File: src/hw/rtl/etsc_pkg.sv
// ----------------------------------------------------------------------------
// etsc_pkg
// Shared types and constants for the extreme-trim spec check: request
// payloads, verdict codes and the snapshot flags passed between modules.
// ----------------------------------------------------------------------------
package etsc_pkg;

    localparam int MAX_ITEMS_DEF   = 256;
    localparam int HEIGHT_BITS_DEF = 16;

    localparam int HEIGHT_W  = 16;
    localparam int SPEC_W    = 16;
    localparam int INDEX_W   = 8;
    localparam int VERDICT_W = 3;

    localparam logic [SPEC_W-1:0] RANGE_SPEC_RESET = 16'd1000;

    typedef enum logic [VERDICT_W-1:0] {
        VERDICT_IN_SPEC       = 3'd0,
        VERDICT_DROP_MIN      = 3'd1,
        VERDICT_DROP_MAX      = 3'd2,
        VERDICT_DROP_BOTH     = 3'd3,
        VERDICT_UNCORRECTABLE = 3'd4,
        VERDICT_TIE           = 3'd5
    } verdict_t;

    typedef struct packed {
        logic [HEIGHT_W-1:0] height;
        logic                last;
    } sample_t;

    typedef struct packed {
        verdict_t            verdict;
        logic [INDEX_W-1:0]  first_index;
        logic [INDEX_W-1:0]  second_index;
        logic [SPEC_W-1:0]   full_range;
        logic                overflow;
    } result_t;

    // Status of the closed-set snapshot held by the tracker
    typedef struct packed {
        logic valid;
        logic ge2;
        logic ge3;
        logic overflow;
    } snap_flags_t;

endpackage

File: src/hw/rtl/extreme_trim_spec_check.sv
// ----------------------------------------------------------------------------
// extreme_trim_spec_check
// Collects a set of height samples and, on the last one, decides whether the
// spread is in spec or can be brought under spec by dropping the minimum, the
// maximum or both.
//
//   channel   direction  handshake                payload
//   sample    in         sample_valid/stall       etsc_pkg::sample_t
//   result    out        result_valid/stall       etsc_pkg::result_t
//   cfg       in         cfg_valid/cfg_ready      range_spec, 16 bit
//
// A sample request is taken in every cycle in which sample_stall is low. The
// result of a set passes through the input register, the set snapshot and
// the result register before it appears on the result port.
// Reset sets range_spec to 1000 and clears the running set.
// A stalled result holds; samples keep flowing and one more closed set waits
// in the snapshot. The last sample of the set after that raises sample_stall.
// ----------------------------------------------------------------------------
module extreme_trim_spec_check #(
    parameter int MAX_ITEMS   = etsc_pkg::MAX_ITEMS_DEF,
    parameter int HEIGHT_BITS = etsc_pkg::HEIGHT_BITS_DEF
) (
    input  logic                               clk,
    input  logic                               rst_n,
    input  logic                               sample_valid,
    output logic                               sample_stall,
    input  etsc_pkg::sample_t                  sample,
    output logic                               result_valid,
    input  logic                               result_stall,
    output etsc_pkg::result_t                  result,
    input  logic                               cfg_valid,
    output logic                               cfg_ready,
    input  logic [etsc_pkg::SPEC_W-1:0]        cfg_data
);

    localparam int POS_W = (MAX_ITEMS > 1) ? $clog2(MAX_ITEMS) : 1;
    localparam int CMP_W = (HEIGHT_BITS > etsc_pkg::SPEC_W) ? HEIGHT_BITS
                                                            : etsc_pkg::SPEC_W;

    logic [etsc_pkg::SPEC_W-1:0] range_spec_reg;

    logic                   s1_valid_reg, s1_last_reg;
    logic [HEIGHT_BITS-1:0] s1_height_reg;
    logic [31:0]            height_ext;

    logic out_free, snap_free, s1_move, s1_open, accept, snap_pop;

    etsc_pkg::snap_flags_t  snap_flags;
    logic [HEIGHT_BITS-1:0] snap_lo, snap_sl, snap_hi, snap_sh;
    logic [POS_W-1:0]       snap_lpos, snap_hpos;

    logic [HEIGHT_BITS-1:0] full, r_min, r_max, r_both;
    logic [CMP_W-1:0]       spec_ext, full_ext, rmin_ext, rmax_ext, rboth_ext;
    logic [31:0]            full_w, lpos_w, hpos_w;

    logic                   res_valid_reg;
    etsc_pkg::result_t      res_reg, res_next;

    // ---- handshake ----
    assign out_free     = !res_valid_reg || !result_stall;
    assign snap_free    = !snap_flags.valid || out_free;
    assign s1_move      = s1_valid_reg && (!s1_last_reg || snap_free);
    assign s1_open      = !s1_valid_reg || s1_move;
    assign sample_stall = !s1_open;
    assign accept       = sample_valid && s1_open;
    assign snap_pop     = snap_flags.valid && out_free;
    assign cfg_ready    = 1'b1;

    assign height_ext = 32'(sample.height);

    always_ff @(posedge clk or negedge rst_n)
    begin
        if (!rst_n)
        begin
            range_spec_reg <= etsc_pkg::RANGE_SPEC_RESET;
            s1_valid_reg   <= 1'b0;
            res_valid_reg  <= 1'b0;
        end
        else
        begin
            if (cfg_valid)
            begin
                range_spec_reg <= cfg_data;
            end
            if (s1_open)
            begin
                s1_valid_reg <= sample_valid;
            end
            if (out_free)
            begin
                res_valid_reg <= snap_flags.valid;
            end
        end
    end

    always_ff @(posedge clk)
    begin
        if (accept)
        begin
            s1_height_reg <= height_ext[HEIGHT_BITS-1:0];
            s1_last_reg   <= sample.last;
        end
        if (snap_pop)
        begin
            res_reg <= res_next;
        end
    end

    etsc_tracker #(
        .MAX_ITEMS   (MAX_ITEMS),
        .HEIGHT_BITS (HEIGHT_BITS)
    ) u_tracker (
        .clk         (clk),
        .rst_n       (rst_n),
        .take        (s1_move),
        .take_height (s1_height_reg),
        .take_last   (s1_last_reg),
        .snap_pop    (snap_pop),
        .snap_flags  (snap_flags),
        .snap_lo     (snap_lo),
        .snap_sl     (snap_sl),
        .snap_hi     (snap_hi),
        .snap_sh     (snap_sh),
        .snap_lpos   (snap_lpos),
        .snap_hpos   (snap_hpos)
    );

    // ---- verdict on the snapshot ----
    assign full   = snap_hi - snap_lo;
    assign r_min  = snap_flags.ge2 ? (snap_hi - snap_sl) : '0;
    assign r_max  = snap_flags.ge2 ? (snap_sh - snap_lo) : '0;
    assign r_both = (snap_flags.ge3 && (snap_sh >= snap_sl)) ? (snap_sh - snap_sl) : '0;

    assign spec_ext  = CMP_W'(range_spec_reg);
    assign full_ext  = CMP_W'(full);
    assign rmin_ext  = CMP_W'(r_min);
    assign rmax_ext  = CMP_W'(r_max);
    assign rboth_ext = CMP_W'(r_both);

    assign full_w = 32'(full);
    assign lpos_w = 32'(snap_lpos);
    assign hpos_w = 32'(snap_hpos);

    always_comb
    begin
        res_next              = '0;
        res_next.verdict      = etsc_pkg::VERDICT_IN_SPEC;
        res_next.full_range   = full_w[etsc_pkg::SPEC_W-1:0];
        res_next.overflow     = snap_flags.overflow;
        if (full_ext > spec_ext)
        begin
            // try drop min, then drop max, then drop both
            if (rmin_ext < spec_ext)
            begin
                res_next.verdict     = etsc_pkg::VERDICT_DROP_MIN;
                res_next.first_index = lpos_w[etsc_pkg::INDEX_W-1:0];
            end
            else if (rmin_ext == spec_ext)
            begin
                res_next.verdict = etsc_pkg::VERDICT_TIE;
            end
            else if (rmax_ext < spec_ext)
            begin
                res_next.verdict     = etsc_pkg::VERDICT_DROP_MAX;
                res_next.first_index = hpos_w[etsc_pkg::INDEX_W-1:0];
            end
            else if (rmax_ext == spec_ext)
            begin
                res_next.verdict = etsc_pkg::VERDICT_TIE;
            end
            else if (rboth_ext < spec_ext)
            begin
                res_next.verdict      = etsc_pkg::VERDICT_DROP_BOTH;
                res_next.first_index  = hpos_w[etsc_pkg::INDEX_W-1:0];
                res_next.second_index = lpos_w[etsc_pkg::INDEX_W-1:0];
            end
            else if (rboth_ext == spec_ext)
            begin
                res_next.verdict = etsc_pkg::VERDICT_TIE;
            end
            else
            begin
                res_next.verdict = etsc_pkg::VERDICT_UNCORRECTABLE;
            end
        end
    end

    assign result_valid = res_valid_reg;
    assign result       = res_reg;

endmodule

File: src/hw/rtl/etsc_tracker.sv
// ----------------------------------------------------------------------------
// etsc_tracker
// Running two-smallest / two-largest tracker with first-occurrence positions
// of the extremes. On the last sample of a set the updated state is copied
// into a snapshot register for the verdict stage and the running set clears.
// ----------------------------------------------------------------------------
module etsc_tracker #(
    parameter int MAX_ITEMS   = etsc_pkg::MAX_ITEMS_DEF,
    parameter int HEIGHT_BITS = etsc_pkg::HEIGHT_BITS_DEF,
    localparam int CNT_W = $clog2(MAX_ITEMS + 1),
    localparam int POS_W = (MAX_ITEMS > 1) ? $clog2(MAX_ITEMS) : 1
) (
    input  logic                     clk,
    input  logic                     rst_n,
    input  logic                     take,
    input  logic [HEIGHT_BITS-1:0]   take_height,
    input  logic                     take_last,
    input  logic                     snap_pop,
    output etsc_pkg::snap_flags_t    snap_flags,
    output logic [HEIGHT_BITS-1:0]   snap_lo,
    output logic [HEIGHT_BITS-1:0]   snap_sl,
    output logic [HEIGHT_BITS-1:0]   snap_hi,
    output logic [HEIGHT_BITS-1:0]   snap_sh,
    output logic [POS_W-1:0]         snap_lpos,
    output logic [POS_W-1:0]         snap_hpos
);

    logic [HEIGHT_BITS-1:0] lo_reg, sl_reg, hi_reg, sh_reg;
    logic [HEIGHT_BITS-1:0] lo_next, sl_next, hi_next, sh_next;
    logic [POS_W-1:0]       lpos_reg, hpos_reg, lpos_next, hpos_next;
    logic [CNT_W-1:0]       cnt_reg, cnt_next;
    logic                   ovf_reg, ovf_next;

    logic [HEIGHT_BITS-1:0] snap_lo_reg, snap_sl_reg, snap_hi_reg, snap_sh_reg;
    logic [POS_W-1:0]       snap_lpos_reg, snap_hpos_reg;
    logic                   snap_valid_reg, snap_ge2_reg, snap_ge3_reg, snap_ovf_reg;

    logic [POS_W-1:0]       cur_pos;

    assign cur_pos = cnt_reg[POS_W-1:0];

    always_comb
    begin
        lo_next   = lo_reg;
        sl_next   = sl_reg;
        hi_next   = hi_reg;
        sh_next   = sh_reg;
        lpos_next = lpos_reg;
        hpos_next = hpos_reg;
        cnt_next  = cnt_reg;
        ovf_next  = ovf_reg;
        if (32'(cnt_reg) >= 32'(MAX_ITEMS))
        begin
            // drop excess samples, flag them
            ovf_next = 1'b1;
        end
        else if (cnt_reg == '0)
        begin
            lo_next   = take_height;
            hi_next   = take_height;
            sl_next   = '1;
            sh_next   = '0;
            lpos_next = '0;
            hpos_next = '0;
            cnt_next  = cnt_reg + CNT_W'(1);
        end
        else
        begin
            if (take_height < lo_reg)
            begin
                sl_next   = lo_reg;
                lo_next   = take_height;
                lpos_next = cur_pos;
            end
            else if (take_height < sl_reg)
            begin
                sl_next = take_height;
            end
            if (take_height > hi_reg)
            begin
                sh_next   = hi_reg;
                hi_next   = take_height;
                hpos_next = cur_pos;
            end
            else if (take_height > sh_reg)
            begin
                sh_next = take_height;
            end
            cnt_next = cnt_reg + CNT_W'(1);
        end
    end

    always_ff @(posedge clk or negedge rst_n)
    begin
        if (!rst_n)
        begin
            lo_reg         <= '0;
            sl_reg         <= '0;
            hi_reg         <= '0;
            sh_reg         <= '0;
            lpos_reg       <= '0;
            hpos_reg       <= '0;
            cnt_reg        <= '0;
            ovf_reg        <= 1'b0;
            snap_valid_reg <= 1'b0;
        end
        else
        begin
            if (take && take_last)
            begin
                // close the set: snapshot it and start fresh
                lo_reg         <= '0;
                sl_reg         <= '0;
                hi_reg         <= '0;
                sh_reg         <= '0;
                lpos_reg       <= '0;
                hpos_reg       <= '0;
                cnt_reg        <= '0;
                ovf_reg        <= 1'b0;
                snap_valid_reg <= 1'b1;
            end
            else
            begin
                if (take)
                begin
                    lo_reg   <= lo_next;
                    sl_reg   <= sl_next;
                    hi_reg   <= hi_next;
                    sh_reg   <= sh_next;
                    lpos_reg <= lpos_next;
                    hpos_reg <= hpos_next;
                    cnt_reg  <= cnt_next;
                    ovf_reg  <= ovf_next;
                end
                if (snap_pop)
                begin
                    snap_valid_reg <= 1'b0;
                end
            end
        end
    end

    always_ff @(posedge clk)
    begin
        if (take && take_last)
        begin
            snap_lo_reg   <= lo_next;
            snap_sl_reg   <= sl_next;
            snap_hi_reg   <= hi_next;
            snap_sh_reg   <= sh_next;
            snap_lpos_reg <= lpos_next;
            snap_hpos_reg <= hpos_next;
            snap_ge2_reg  <= (32'(cnt_next) >= 32'd2);
            snap_ge3_reg  <= (32'(cnt_next) >= 32'd3);
            snap_ovf_reg  <= ovf_next;
        end
    end

    assign snap_flags.valid    = snap_valid_reg;
    assign snap_flags.ge2      = snap_ge2_reg;
    assign snap_flags.ge3      = snap_ge3_reg;
    assign snap_flags.overflow = snap_ovf_reg;
    assign snap_lo   = snap_lo_reg;
    assign snap_sl   = snap_sl_reg;
    assign snap_hi   = snap_hi_reg;
    assign snap_sh   = snap_sh_reg;
    assign snap_lpos = snap_lpos_reg;
    assign snap_hpos = snap_hpos_reg;

endmodule

File: config.mk
export PLATFORM = sky130hd
export DESIGN_NAME = extreme_trim_spec_check
export DESIGN_NICKNAME = d
export VERILOG_FILES = /design/src/hw/rtl/etsc_pkg.sv /design/src/hw/rtl/extreme_trim_spec_check.sv /design/src/hw/rtl/etsc_tracker.sv
export SDC_FILE = /design/constraint.sdc
export NUM_CORES = 1
export LEC_CHECK = 0
export BUFFER_PORTS_ARGS = -buffer_cell sky130_fd_sc_hd__buf_2
export CAP_MARGIN = 20
export CORE_MARGIN = 2
export CORE_UTILIZATION = 39
export CTS_CLUSTER_SIZE = 20
export DETAILED_ROUTE_END_ITERATION = 16
export PLACE_DENSITY = 0.67
export RECOVER_POWER = 25
export SYNTH_ARGS = -nofsm -noshare
export SYNTH_HDL_FRONTEND = slang
export SYNTH_HIERARCHICAL = 1
export SYNTH_SLANG_ARGS = --single-unit
File: constraint.sdc
create_clock -name clk -period 4.65 [get_ports clk]
set_clock_uncertainty 0.2 [all_clocks]
set_input_delay 0.93 -clock clk [delete_from_list [all_inputs] [get_ports clk]]
set_output_delay 0.93 -clock clk [all_outputs]
set_load 0.03 [all_outputs]
==> impl_metrics.json <==
{
  "status": "finished, violations left",
  "violations": "max-capacitance violations, max-slew violations, negative setup slack",
  "setup_viol": 11,
  "synthFlopType": "edfxtp_1",
  "synth.distinct_cells": 86,
  "io_buffers": 75,
  "fin_ws_ns": -0.0813,
  "place_area_um2": 17700,
  "hold_class": "flip-flop to flip-flop",
  "nets": 1983,
  "fp.dieH_um": 209,
  "cp_cell_sequence": "inv_2 -> ha_4 -> inv_2 -> fa_2 -> a211oi_2 -> o21bai_2 -> a2111o_1 -> a31o_2 -> a21oi_2 -> xor2_1 -> nor2_1 -> ha_1 -> a21o_1 -> a21oi_2 -> nor2_1 -> or4_4 -> o22ai_4 -> nor3b_4 -> buf_12 -> a22o_1",
  "p_sw_frac": 0.420,
  "cts_buffers": 27,
  "fmax_mhz": 211,
  "largest_register_ffs": 36,
  "ctsLongestPathBuffers": 3,
  "dieArea_um2": 43600,
  "fp.dieW_um": 209,
  "synth-seq-cells": 245,
  "postLayoutCoreUtil": 0.454,
  "gr-total-overflow": 0,
  "hold_viol": 0,
  "pwr-share-comb": 0.491,
  "drive_gt1_frac": 0.162,
  "drt_pass1_iterations": 6,
  "p_leak_nw": 8.27,
  "pin_count": 77,
  "gp_congestion": 0.925,
  "diodes": 0,
  "cp_slowest_cell": "or4_4",
  "p_per_area_nw_per_um2": 577,
  "antenna_found_initial": 0,
  "yosysWarnings": 6,
  "grt_pass1_vias": 12800,
  "detail-route-antenna-nets": 0,
  "worst-path-stages": 20,
  "avgSynthCellArea_um2": 10.1,
  "start_util": 0.393,
  "synth_edf_count": 136,
  "drc": 0,
  "wl_per_cell_um": 19.9,
  "dp_hpwl_mm": 34.5,
  "timing.slew.headroom": -0.819,
  "synthAdderAreaFrac": 0.149,
  "syn2layout_area_growth_pct": 15.4,
  "grtUsageTotal": 0.208,
  "worst-path-buf-inv": 3,
  "drt-initial-drc-count": 1091,
  "viasPerCell": 5.69,
  "path_clk_slew_ns": 0.06,
  "min_period_ns": 4.73,
  "pwr-share-seq": 0.308,
  "internal_power_mw": 6.33,
  "pwr-share-clk": 0.201,
  "grt_max_degree": 78,
  "clock-sinks": 245,
  "cts_root_buf": "clkbuf_16",
  "wirelength_mm": 46.0,
  "p_sw_mw": 4.58,
  "rsz0062_at_grt": "yes",
  "synth_xor_xnor_area_share": 0.0273,
  "rr_worst_depth": 20,
  "syn_inst": 1620,
  "synth_compound_area_frac": 0.206,
  "critical-path-max-stage-delay_ns": 0.53,
  "reg2reg_to": "result[28]",
  "fin_area_um2": 18900,
  "timing.rr.start": "u_tracker/snap_sh[0]",
  "clk-insertion-delay-late_ns": 0.58,
  "drv_cap": 2,
  "final_cell_mix": "186 x ha_1, 139 x nand2_1, 136 x edfxtp_1",
  "synth_top_family_by_area": "compound AO/OA/AOI/OAI gates",
  "ys_async_sr_fraction": 0.445,
  "worstMarginPinSlew_ns": 2.73,
  "synth-simple-area-share": 0.129,
  "period_share": 1.02,
  "holdPathStages": 0,
  "layout_commonest_cell": "ha_1",
  "netlist_area_um2": 16400,
  "r2r_slack_ns": -0.08,
  "grt_pass1_wl_mm": 71.7,
  "irDropWorstVdd_v": 0.000305,
  "crit_path_max_fanout": 8,
  "cts_tree": "built",
  "start_kind": "flip-flop",
  "maxSlewViolCount": 92,
  "hp-start": "u_tracker/snap_ovf_reg",
  "hold_path_end": "result[0]",
  "crit_family": "compound AO/OA/AOI/OAI gates",
  "core_area_um2": 41700,
  "crit_required_ns": 4.90,
  "whs_ns": 0.235,
  "syn-num-nets": 1851,
  "htree_levels": 1,
  "critPathKind": "flip-flop to flip-flop",
  "cp-end-kind": "flip-flop",
  "muxShareOfSynthArea": 0.0228,
  "worstPathArrival_ns": 4.98,
  "num_rows": 75,
  "detailroute.via_count": 13200,
  "ys_seq_area_frac": 0.417
}
[through the flow]
step | instances | power [mW] | TNS, ns | worst slack [ns]
after floorplan | 1620 | 6.84 | 0 | 0.0254
after global placement | 2246 | 8.35 | -3.46 | -0.227
after detailed placement | 2246 | 8.47 | -4.91 | -0.349
after CTS | 2308 | 10.8 | -0.282 | -0.0398
after global routing | 2312 | 11.6 | -3.05 | -0.218
final | 2312 | 10.9 | -0.597 | -0.0813
[how the worst max path moves through the flow]
stage                                     from          to  slack (ns)
after floorplan           u_tracker/snap_sh[0]  result[25]        0.03
after detailed placement  u_tracker/snap_sh[0]  result[29]       -0.35
after global placement    u_tracker/snap_sh[0]  result[29]       -0.23
after CTS                 u_tracker/snap_sh[0]  result[29]       -0.04
after global routing      u_tracker/snap_sh[0]  result[30]       -0.22
final                     u_tracker/snap_sh[0]  result[28]       -0.08
[cell usage after synthesis, types with 14 or more instances]
cell,instances,area share
a21oi_1,76,0.023
nor2_1,101,0.023
and2_1,14,0.0053
edfxtp_1,136,0.25
a221oi_1,20,0.011
nand2b_1,16,0.0061
o21a_1,18,0.0083
xor2_1,24,0.013
nand4_1,21,0.0080
a22oi_1,27,0.012
nand2_1,140,0.032
a21o_1,29,0.013
o21ai_0,85,0.026
ha_1,189,0.14
dfrtp_1,103,0.16
clkbuf_1,39,0.0089
nand3_1,35,0.011
mux2_2,14,0.0096
a22o_1,70,0.037
xnor2_1,27,0.014
mux2i_1,17,0.010
o211ai_1,47,0.022
nor2b_1,17,0.0065
nor3_1,38,0.012
inv_1,129,0.030
[cell type report]
| cell class | count | area (um^2) |
|---|---|---|
| repair buffers | 167 | 1090 |
| well taps | 539 | 674 |
| flip-flops and latches | 245 | 6820 |
| clock buffers | 41 | 790 |
| clock inverters | 9 | 114 |
| multi-input cells | 1182 | 8930 |
| inverters | 129 | 484 |
| fillers | 3933 | 22800 |
[power by group through the flow]
stage | clock network, mW | logic [mW] | registers (mW)
final | 2.19 | 5.36 | 3.36
after floorplan | 0 | 3.31 | 3.54
after global routing | 2.32 | 5.86 | 3.41
after detailed placement | 0 | 5.08 | 3.39
after global placement | 0 | 4.98 | 3.37
after CTS | 2.24 | 5.23 | 3.35
[repair_timing]
item	4_1_cts	5_1_grt
gates resized for setup	19	21
setup endpoints to repair	18	19
buffers inserted	12	4
pin swaps	29	12
hold buffers	0	0
[metal layers]
| metal | share of wire | vias up | wire length, um | global-route usage |
|---|---|---|---|---|
| li1 | - | 6329 | - | - |
| met3 | 0.063 | 76 | 2890 | 0.0299 |
| met5 | 0 | - | 0 | 0 |
| met2 | 0.44 | 447 | 20500 | 0.323 |
| met4 | 0.032 | 0 | 1490 | 0.0680 |
| met1 | 0.46 | 6313 | 21200 | 0.299 |
[worst register-to-register path: cells and delay by family (launching register included)]
| family | cells | cell delay (ns) |
|---|---|---|
| buffers and inverters | 3 | 0.28 |
| XOR/XNOR | 1 | 0.23 |
| flip-flops | 1 | 0.37 |
| AND/OR/NAND/NOR | 4 | 0.93 |
| adder cells (fa/ha/maj) | 3 | 0.80 |
| AO/OA/AOI/OAI | 9 | 1.81 |
[cell families (layout without fill, tap and decap cells)]
kind of cell / Yosys count / count (layout)
AO/OA/AOI/OAI: 471 / 471
XOR/XNOR: 51 / 51
adder cells (fa/ha/maj): 193 / 193
buffers and inverters: 193 / 346
flip-flops: 245 / 245
multiplexers: 34 / 34
other: 1 / 1
AND/OR/NAND/NOR: 432 / 432
(Power assumes the default switching activity.)
